**src/rtl/alte_pkg.sv**
```systemverilog
// Shared types and constants for the array list table engine.
`default_nettype none
package alte_pkg;

    localparam int CAPACITY_DEF = 64;
    localparam int DATA_W       = 32;
    localparam int FUNC_W       = 4;
    localparam int POS_W        = 6;
    localparam int STATUS_W     = 3;
    localparam int COUNT_W      = 7;
    localparam int IN_FIELDS_W  = 3 * DATA_W + POS_W;
    localparam int IN_TDATA_W   = ((IN_FIELDS_W + 7) / 8) * 8;
    localparam int OUT_FIELDS_W = STATUS_W + 2 * DATA_W + COUNT_W;
    localparam int OUT_TDATA_W  = ((OUT_FIELDS_W + 7) / 8) * 8;

    typedef enum logic [FUNC_W-1:0] {
        FN_INS_HEAD = 4'd0,
        FN_INS_TAIL = 4'd1,
        FN_INS_POS  = 4'd2,
        FN_INS_KEY  = 4'd3,
        FN_DEL_HEAD = 4'd4,
        FN_DEL_TAIL = 4'd5,
        FN_DEL_POS  = 4'd6,
        FN_DEL_KEY  = 4'd7,
        FN_GET_POS  = 4'd8,
        FN_GET_KEY  = 4'd9,
        FN_EXISTS   = 4'd10
    } func_t;

    typedef enum logic [STATUS_W-1:0] {
        ST_OK     = 3'd0,
        ST_FULL   = 3'd1,
        ST_EMPTY  = 3'd2,
        ST_BADPOS = 3'd3,
        ST_NOKEY  = 3'd4
    } status_t;

    typedef enum logic [1:0] {
        SH_HOLD = 2'd0,
        SH_INS  = 2'd1,
        SH_DEL  = 2'd2
    } shift_t;

    typedef struct packed {
        logic              cmp_en;
        logic              upd_en;
        shift_t            shift;
        logic              by_key;
        logic [DATA_W-1:0] skey;
        logic [DATA_W-1:0] new_key;
        logic [DATA_W-1:0] new_wt;
    } cell_ctl_t;

endpackage
`default_nettype wire

```
**src/rtl/alte_cell.sv**
```systemverilog
// One table slot: holds an entry, compares its key and shifts with its neighbors.
`default_nettype none
module alte_cell
    import alte_pkg::*;
#(
    parameter int CAPACITY = CAPACITY_DEF,
    parameter int IDX      = 0,
    localparam int CNT_W   = $clog2(CAPACITY + 1)
)
(
    input  wire logic              clk,
    input  wire cell_ctl_t         ctl,
    input  wire logic [CNT_W-1:0]  tgt,
    input  wire logic [CNT_W-1:0]  cnt,
    input  wire logic [DATA_W-1:0] left_key,
    input  wire logic [DATA_W-1:0] left_wt,
    input  wire logic [DATA_W-1:0] right_key,
    input  wire logic [DATA_W-1:0] right_wt,
    input  wire logic              hit_in,
    output logic                   hit_out,
    output logic                   sel,
    output logic [DATA_W-1:0]      cell_key,
    output logic [DATA_W-1:0]      cell_wt
);

    localparam logic [CNT_W-1:0] MY_IDX = CNT_W'(IDX);

    logic [DATA_W-1:0] key_reg, key_next;
    logic [DATA_W-1:0] wt_reg, wt_next;
    logic              match_reg, match_next;

    always_comb
    begin
        sel        = ctl.by_key ? (match_reg & ~hit_in) : (tgt == MY_IDX);
        hit_out    = hit_in | sel;
        match_next = ctl.cmp_en ? ((MY_IDX < cnt) && (key_reg == ctl.skey)) : match_reg;
        key_next   = key_reg;
        wt_next    = wt_reg;
        if (ctl.upd_en)
        begin
            unique case (ctl.shift)
                SH_INS:
                begin
                    if (sel)
                    begin
                        key_next = ctl.new_key;
                        wt_next  = ctl.new_wt;
                    end
                    else if (hit_in)
                    begin
                        key_next = left_key;
                        wt_next  = left_wt;
                    end
                end
                SH_DEL:
                begin
                    if (sel || hit_in)
                    begin
                        key_next = right_key;
                        wt_next  = right_wt;
                    end
                end
                default:
                begin
                    key_next = key_reg;
                    wt_next  = wt_reg;
                end
            endcase
        end
    end

    always_ff @(posedge clk)
    begin
        key_reg   <= key_next;
        wt_reg    <= wt_next;
        match_reg <= match_next;
    end

    assign cell_key = key_reg;
    assign cell_wt  = wt_reg;

endmodule
`default_nettype wire

```
**config.mk**
```make
export PLATFORM = sky130hd
export DESIGN_NAME = alte_cell
export DESIGN_NICKNAME = d
export VERILOG_FILES = /design/src/rtl/alte_pkg.sv /design/src/rtl/alte_cell.sv
export SDC_FILE = /design/constraint.sdc
export NUM_CORES = 1
export LEC_CHECK = 0
export BUFFER_PORTS_ARGS = -buffer_cell sky130_fd_sc_hd__buf_4
export CORE_AREA = 3 3 120 122
export CTS_CLUSTER_DIAMETER = 80
export DETAILED_ROUTE_END_ITERATION = 6
export DIE_AREA = 0 0 123 125
export PLACE_DENSITY = 0.68
export SYNTH_ARGS = -nofsm -noshare
export SYNTH_HDL_FRONTEND = slang
export SYNTH_SLANG_ARGS = --single-unit
```
**constraint.sdc**
```tcl
create_clock -name clk -period 3.2 [get_ports clk]
set_input_delay 0.32 -clock clk [delete_from_list [all_inputs] [get_ports clk]]
set_output_delay 0.32 -clock clk [all_outputs]
set_load 0.005 [all_outputs]
```
==> Word level (Yosys, flattened, before mapping) <==
Index checks and enable logic that the tools add are counted.
{ "classes": {"n_addsub": 0, "mul": 0, "div_mod_pow": 0, "magnitude_cmp": 1, "eq_ne": 5, "shift": 0, "muxes": 9, "n_bitwise": 3, "n_reduce_logical": 5} }
{ "op_table": {"columns": ["cell", "n"], "rows": [
  ["$mux 32", 6],
  ["$pmux 32 s2", 2],
  ["$eq 32x32->1", 1],
  ["$logic_not 7->1", 1],
  ["$lt 1x7->1 const A", 1],
  ["$reduce_and 4->1", 1],
  ["$ne 3x3->1 const B", 1],
  ["$eq 2x1->1 const B", 1],
  ["$eq 2x2->1 const B", 1],
  ["$ne 2x2->1 const B", 1],
  ["$reduce_bool 2->1", 1],
  ["$and 1x1->1", 1],
  ["$logic_and 1x1->1", 1],
  ["$logic_or 1x1->1", 1],
  ["$mux 1", 1],
  ["$not 1->1", 1],
  ["$or 1x1->1", 1]
]} }
{ "totals": {"reg_bits": 65, "latch_bits": 0, "mem_bits_rw": 0, "rom_bits": 0, "in_bits": 245, "output_inout_bits": 66, "wordCells": 26, "n_memories": 0} }

==> Longest topological paths before layout <==
Gate-level depths: netlist of run 1.
{ "depth": {"ltp_word": 6, "ltp_mapped": 7, "depth_no_buf": 5} }

==> Least setup slack after synthesis of run 1 <==
OpenSTA, ideal clock, no wires.
{ "synth_path": {"path_type": "in2reg", "from": "in tgt[1]", "to": "reg key_reg[0], in the netlist cell_key[0], enable pin", "setup_time_ns": 0.429, "arrival_time_ns": 2.714, "required_ns": 2.771, "slack_ns": 0.056, "cell_stages": 4, "n_path_buf": 0, "path_cell_list": "or4_1 o21a_1 nand2b_1 and3_1"} }
{ "synth_via": {"elab_chain_len": 5} }
{ "synth_lines": {"columns": ["element", "line_no", "text"], "rows": [
  ["start: declaration", "alte_cell.sv:13", "input wire logic [CNT_W-1:0] tgt,"],
  ["$logic_not 7->1 *", "alte_cell.sv:34", "sel = ctl.by_key ? (match_reg & ~hit_in) : (tgt == MY_IDX);"],
  ["$mux 1 *", "alte_cell.sv:34", null],
  ["$logic_or 1x1->1", "alte_cell.sv:57", "if (sel || hit_in)"],
  ["$ne 2x2->1 (no line)", null, null],
  ["$reduce_and 4->1 (no line) *", null, null],
  ["end signal: assignment", "alte_cell.sv:74", "key_reg <= key_next;"],
  ["end: declaration", "alte_cell.sv:28", "logic [DATA_W-1:0] key_reg, key_next;"]
]} }
Every way passes the cells marked *; elsewhere a longest branch is shown, timed or not.
A chain may end at the register's enable or synchronous reset.

==> Final worst setup path of run 1 <==
{ "layout_path": {"from": "in tgt[1]", "to": "out sel"} }
{ "layout_via": {"elab_chain_len": 2} }
{ "layout_lines": {"columns": ["element", "line_no", "text"], "rows": [
  ["$logic_not 7->1", "alte_cell.sv:34", null],
  ["$mux 1", "alte_cell.sv:34", null],
  ["end: declaration", "alte_cell.sv:21", "output logic sel,"]
]} }
No other way between the ends.

==> qor.yml, run 1 <==
run_status: "finished clean"
crit_type: "input pin to output pin"
period_share: 0.7564
drt_wl_total_mm: 14.75
synth_seq_cells: 65
dieArea_sq_um: 15380
tns_ns: 0
num_vias: 4121
dpl.cell_count: 866
power_density_nw_per_um2: 383.2
synthCells: 403
synthArstFlopShare: 0
post_cts_buffers: 0
initial_utilization: 0.2749
cts_buffers: 9
drive_gt1_frac: 0.4717
areaGrowthSynthToFinish_pct: 75.32
layoutNonFillerInstCount: 882
skew_ns: 0.007469
maxSlewHeadroom: 0.5595
cts_hold_buf: 0
syn_nets: 648
layout_common_cells: "313 x buf_4, 128 x nand2_1, 65 x edfxtp_1"
yosys.area.top_type: "edfxtp_1"
cts_tree: "built"
cts_buffer_depth: 2
finalSetupViolCount: 0
crit_required_ns: 2.88
num_io_pins: 311
grt.total_usage: 0.1796
drtIter0Drc: 210
syn_area_per_cell_sq_um: 9.069
worst_pin_slew_ns: 0.6607
synth_top_area_frac: 0.5341
cts_resized: 0
utilization: 0.4819
worstSetupStartpointType: "input pin"
grt_pass1_vias: 4146
root_buffer: "clkbuf_16"
cp-end-kind: "output pin"
viasPerCell: 4.672
nNetsFinal: 946
seq_area_frac_synth: 0.5341
grt_pass1_wl_mm: 21.07
drv_slew: 0
synth_cell_types: 20
core_sq_um: 13300
path_max_fanout: 36
chipWidth_um: 123
synth_enable_flop_cells: 65
drt_first_pass_iters: 6
grt_util_met3: 0.05736
antenna_found_initial: 0
fmax_ghz: 0.4131
use_met2: 0.3368
power.leakage_nw: 2.924
wl_per_cell_um: 16.73
clkTransAtPathRegs_ns: 0.06
finalPower_w: 0.002455
gr-total-overflow: 0
synth_ff_type: "edfxtp_1"
n_antenna_cell: 0
clock-sinks: 65
dp_hpwl_mm: 11.94
cap_violations: 0
grt_max_degree: 69
insertion_delay_ns: 0.32
arrival_ns: 2.10
drtAntennaViolNets: 0
fp-row-count: 42
cts_max_level: 3
gp_congestion: 0.8648
synth-warning-count: 0
port_buffers: 310
grt.busiest_layer: "met2"
drc: 0
grt.met1_usage: 0.1837
final_common_cell: "buf_4"
die_h_um: 125
hold_viol_final: 0
layout_min_cycle_time_ns: 2.421
netlist_area_sq_um: 3655
min_path_type: "input pin to register"
vdd_drop_max_mv: 0.2119
synth_area_leaders: "edfxtp_1 53%, nand2_1 13%, a31oi_1 11%, xor2_1 6.9%, nor2_1 6.6%"
rsz0062_at_grt: "false"
## cell type report
cell class | count | area (sq um)
fill | 1277 | 6888
timing repair buffer | 315 | 2390
sequential | 65 | 1952
multi-input combinational | 309 | 1554
clock buffer | 10 | 229.0
tap | 176 | 220.2
clock inverter | 6 | 58.81
inverter | 1 | 3.754
## path summary, 6_finish.rpt
path / cells after the start / to / start / slack (ns)
min reg2reg: 3 / match_reg / cell_key[9] / 0.77
min: 1 / match_reg / ctl[100] / 0.19
max reg2reg: 5 / cell_key[15] / match_reg / 0.99
max: 6 / sel / tgt[1] / 0.78
## synth_stat cells, types with 2 or more instances
master	number
nand2_1	128
edfxtp_1	65
a31oi_1	64
nor2_1	64
xor2_1	29
clkbuf_1	15
nor4_1	8
buf_2	7
buf_6	6
xnor2_1	4
nand2b_1	2
nand4_1	2
or4_1	2
## metrics by stage
step / hold WS (ns) / instance area (sq um) / worst slack [ns]
after floorplan: 0.4325 / 3655 / 0.05627
after global placement: 0.5189 / 6120 / 0.7496
after detailed placement: 0.5199 / 6120 / 0.6886
after CTS: 0.1747 / 6407 / 0.7542
after global routing: 0.1756 / 6407 / 0.6673
final: 0.1912 / 6407 / 0.7795
## kinds of logic after synthesis
group	synth area share
AO/OA/AOI/OAI	0.1140
AND/OR/NAND/NOR	0.2283
XOR/XNOR	0.07908
buffers and inverters	0.04450
flip-flops	0.5341
## critical path, cell delays in order
cell	delay [ns]
buf_4	0.11
or4_1	0.52
o21a_2	0.45
inv_2	0.12
buf_4	0.36
buf_4	0.19
## report_power, final
group	leakage (nW)	internal, W	switching (W)
Sequential	0.597	0.000995	0.0000187
Combinational	2.19	0.000300	0.000198
Clock	0.136	0.000597	0.000346
## layer usage
metal / vias to the layer above / wire length (um) / part of all wire
li1: 2006 / - / -
met3: 23 / 1608 / 0.11
met5: - / 0 / 0
met4: 0 / 310 / 0.021
met2: 238 / 7739 / 0.52
met1: 1854 / 5093 / 0.35
Power figures use the tool's default switching activity.
==> inputs of run 2 (changes only) <==
ABC_AREA = 1   (was not set)
PLACE_DENSITY = 0.73   (was 0.68)
clock period = 2.5 ns   (was 3.2 ns; I/O delays follow)
==> run 2 against run 1 <==
Against the previous run: critical path depth fell by 1; first-iteration DRC count grew 66%; critical path type is now register to output pin; non-clock buffer count grew 3; core utilization grew 6.6 points; flip-flop and latch count is the same; clock-buffer cell count fell by 1; clock skew shrank 0.0025 ns; setup slack worse by 0.23 ns; critical endpoint unchanged; hold slack worse by 0.078 ns.
==> qor.yml, run 2 <==
run_status: "finished clean"
power.leakage_nw: 3.869  # +32%
use_met2: 0.3487  # +0.01190
drc: 0  # unchanged
core_sq_um: 13300  # unchanged
final_common_cell: "buf_4"
synth_area_leaders: "edfxtp_1 43%, nand2_1 21%, nand3b_1 11%, inv_1 8.2%, nand3_1 7.6%"
synth.most_common_cell: "nand2_1"
post_cts_buffers: 0  # unchanged
cts_buffer_depth: 2  # unchanged
whs_ns: 0.1134  # -0.07789 ns
synth_commonest_cells: "260 x nand2_1, 100 x inv_1, 69 x nand3_1"
grt_max_degree: 65  # -5.8%
initial_utilization: 0.3433  # +0.06842
skew_ns: 0.005006  # -0.002464 ns
port_buffers: 310  # unchanged
cts_resized: 0  # unchanged
nNetsFinal: 1180  # +25%
rrSetupSlack_ns: 0.66  # -0.33 ns
yosys.area.top_type: "edfxtp_1"
syn_nets: 886  # +37%
grt.busiest_layer: "met2"
num_io_pins: 311  # unchanged
cts_tree: "built"
drive_gt1_frac: 0.3589  # -0.1128
dpl.cell_count: 1100  # +27%
hold_viol_final: 0  # unchanged
n_antenna_cell: 0  # unchanged
chipWidth_um: 123  # unchanged
synth-warning-count: 0  # unchanged
drt_wl_total_mm: 16.44  # +11%
die_h_um: 125  # unchanged
layout_common_cells: "316 x buf_4, 259 x nand2_1, 100 x inv_1"
fp-row-count: 42  # unchanged
grt_pass1_wl_mm: 24.18  # +15%
cts_hold_buf: 0  # unchanged
arrival_ns: 1.70  # -0.40 ns
finalPower_w: 0.003082  # +26%
crit_path_max_incr_delay_ns: 0.38  # -0.14 ns
viasPerCell: 4.502  # -3.6%
worstSetupStartpointType: "register"
min_path_type: "input pin to register"
layout_min_cycle_time_ns: 1.951
cap_violations: 0  # unchanged
power_density_nw_per_um2: 423.4  # +10%
antenna_found_initial: 0  # unchanged
rr_startpoint: "match_reg"
fmax_ghz: 0.5126
period_share: 0.7803
gr-total-overflow: 0  # unchanged
cp_slowest_cell: "edfxtp_1"
layoutNonFillerInstCount: 1115  # +26%
maxSlewHeadroom: 0.4955  # -0.06397
drt_first_pass_iters: 5  # -1
synth_seq_cells: 65  # unchanged
cts_max_level: 3  # unchanged
min-delay-start: "ctl[100]"
grt.total_usage: 0.2042  # +0.02461
synth_ff_type: "edfxtp_1"
worstPathCellList: "nand3_2, buf_4, nand2_2, buf_4, buf_4"
clock-sinks: 65  # unchanged
insertion_delay_ns: 0.33  # about the same
gp_congestion: 0.8704  # +0.65%
drtAntennaViolNets: 0  # unchanged
crit_type: "register to output pin"
num_vias: 5020  # +22%
dieArea_sq_um: 15380  # unchanged
synth_cell_types: 18  # -10%
layout_setup_ws_ns: 0.5493  # -0.2302 ns
hold_depth: 1  # unchanged
syn_area_per_cell_sq_um: 7.121  # -21%
crit_required_ns: 2.25  # -0.63 ns
critical-path-top-delay-family: "buffers and inverters"
finalSetupViolCount: 0  # unchanged
cp-end-kind: "output pin"
wl_per_cell_um: 14.75  # -12%
pre_cts_ws_ns: 0.6841  # -0.004538 ns
clkTransAtPathRegs_ns: 0.05  # about the same
root_buffer: "clkbuf_16"
tns_ns: 0  # unchanged
synth_enable_flop_cells: 65  # unchanged
dp_hpwl_mm: 12.43  # +4.1%
cts_buffers: 9  # unchanged
grt.met1_usage: 0.2277  # +0.04404
rsz0062_at_grt: "false"
synthArstFlopShare: 0  # unchanged
worst_pin_slew_ns: 0.7567  # +0.09596 ns
synthCells: 641  # +59%
areaGrowthSynthToFinish_pct: 59.48
synth_top_area_frac: 0.4276  # -0.1064
drtIter0Drc: 349  # +66%
vdd_drop_max_mv: 0.2877  # +36%
crit_buf_inv: 3  # -1
reg2reg_to: "cell_key[26]"
path_max_fanout: 37  # +2.8%
whs_endpoint: "match_reg"
r2r_cells: 6  # +1
grt_util_met3: 0.07227  # +0.01491
grt_pass1_vias: 4731  # +14%
drv_slew: 0  # unchanged
cpMostUsedCell: "buf_4"
fillerInstances: 1270  # -0.55%
netlist_area_sq_um: 4564  # +25%
seq_area_frac_synth: 0.4276  # -0.1064
==> run 2: power breakdown <==
part	switching, W	leakage [nW]	internal (W)
clock	0.000458	0.127	0.000649
combinational	0.000278	3.14	0.000413
sequential	0.0000209	0.599	0.00126
==> run 2: final cells by class <==
| class | instances | area, sq um | area share |
|---|---|---|---|
| Clock buffer | 9 | 225.2 | 0.03094 |
| Inverter | 104 | 390.4 | 0.05363 |
| Sequential cell | 65 | 1952 | 0.2681 |
| Multi-Input combinational cell | 437 | 2053 | 0.2821 |
| Tap cell | 176 | 220.2 | 0.03025 |
| Timing Repair Buffer | 318 | 2412 | 0.3314 |
| Clock inverter | 6 | 26.28 | 0.003609 |
==> run 2: worst max-delay path by stage <==
stage,startpoint,end,cells past startpoint
floorplan,tgt[6],cell_key[0],6
global placement,match_reg,cell_key[22],6
detailed placement,match_reg,cell_key[9],6
CTS,match_reg,sel,5
global route,match_reg,sel,5
finish,match_reg,sel,5
==> run 2: cells by family (layout without fill, tap and decap cells) <==
logic type / Yosys count / after routing / share of synthesized area
simple gates: 424 / 424 / 0.4222
flops: 65 / 65 / 0.4276
xor+xnor: 13 / 13 / 0.02495
buf+inv: 139 / 437 / 0.1253
==> run 2: metrics by stage <==
step                area, sq um  utilization
floorplan                  4564            -
global placement           7028       0.5286
detailed placement         7028       0.5286
CTS                        7279       0.5475
global route               7279       0.5475
finish                     7279       0.5475
==> run 2: per-layer routing <==
metal  wire (um)  part of all wire
met1        6050              0.37
met5           0                 0
met2        8090              0.49
met3        1795              0.11
met4         506             0.031
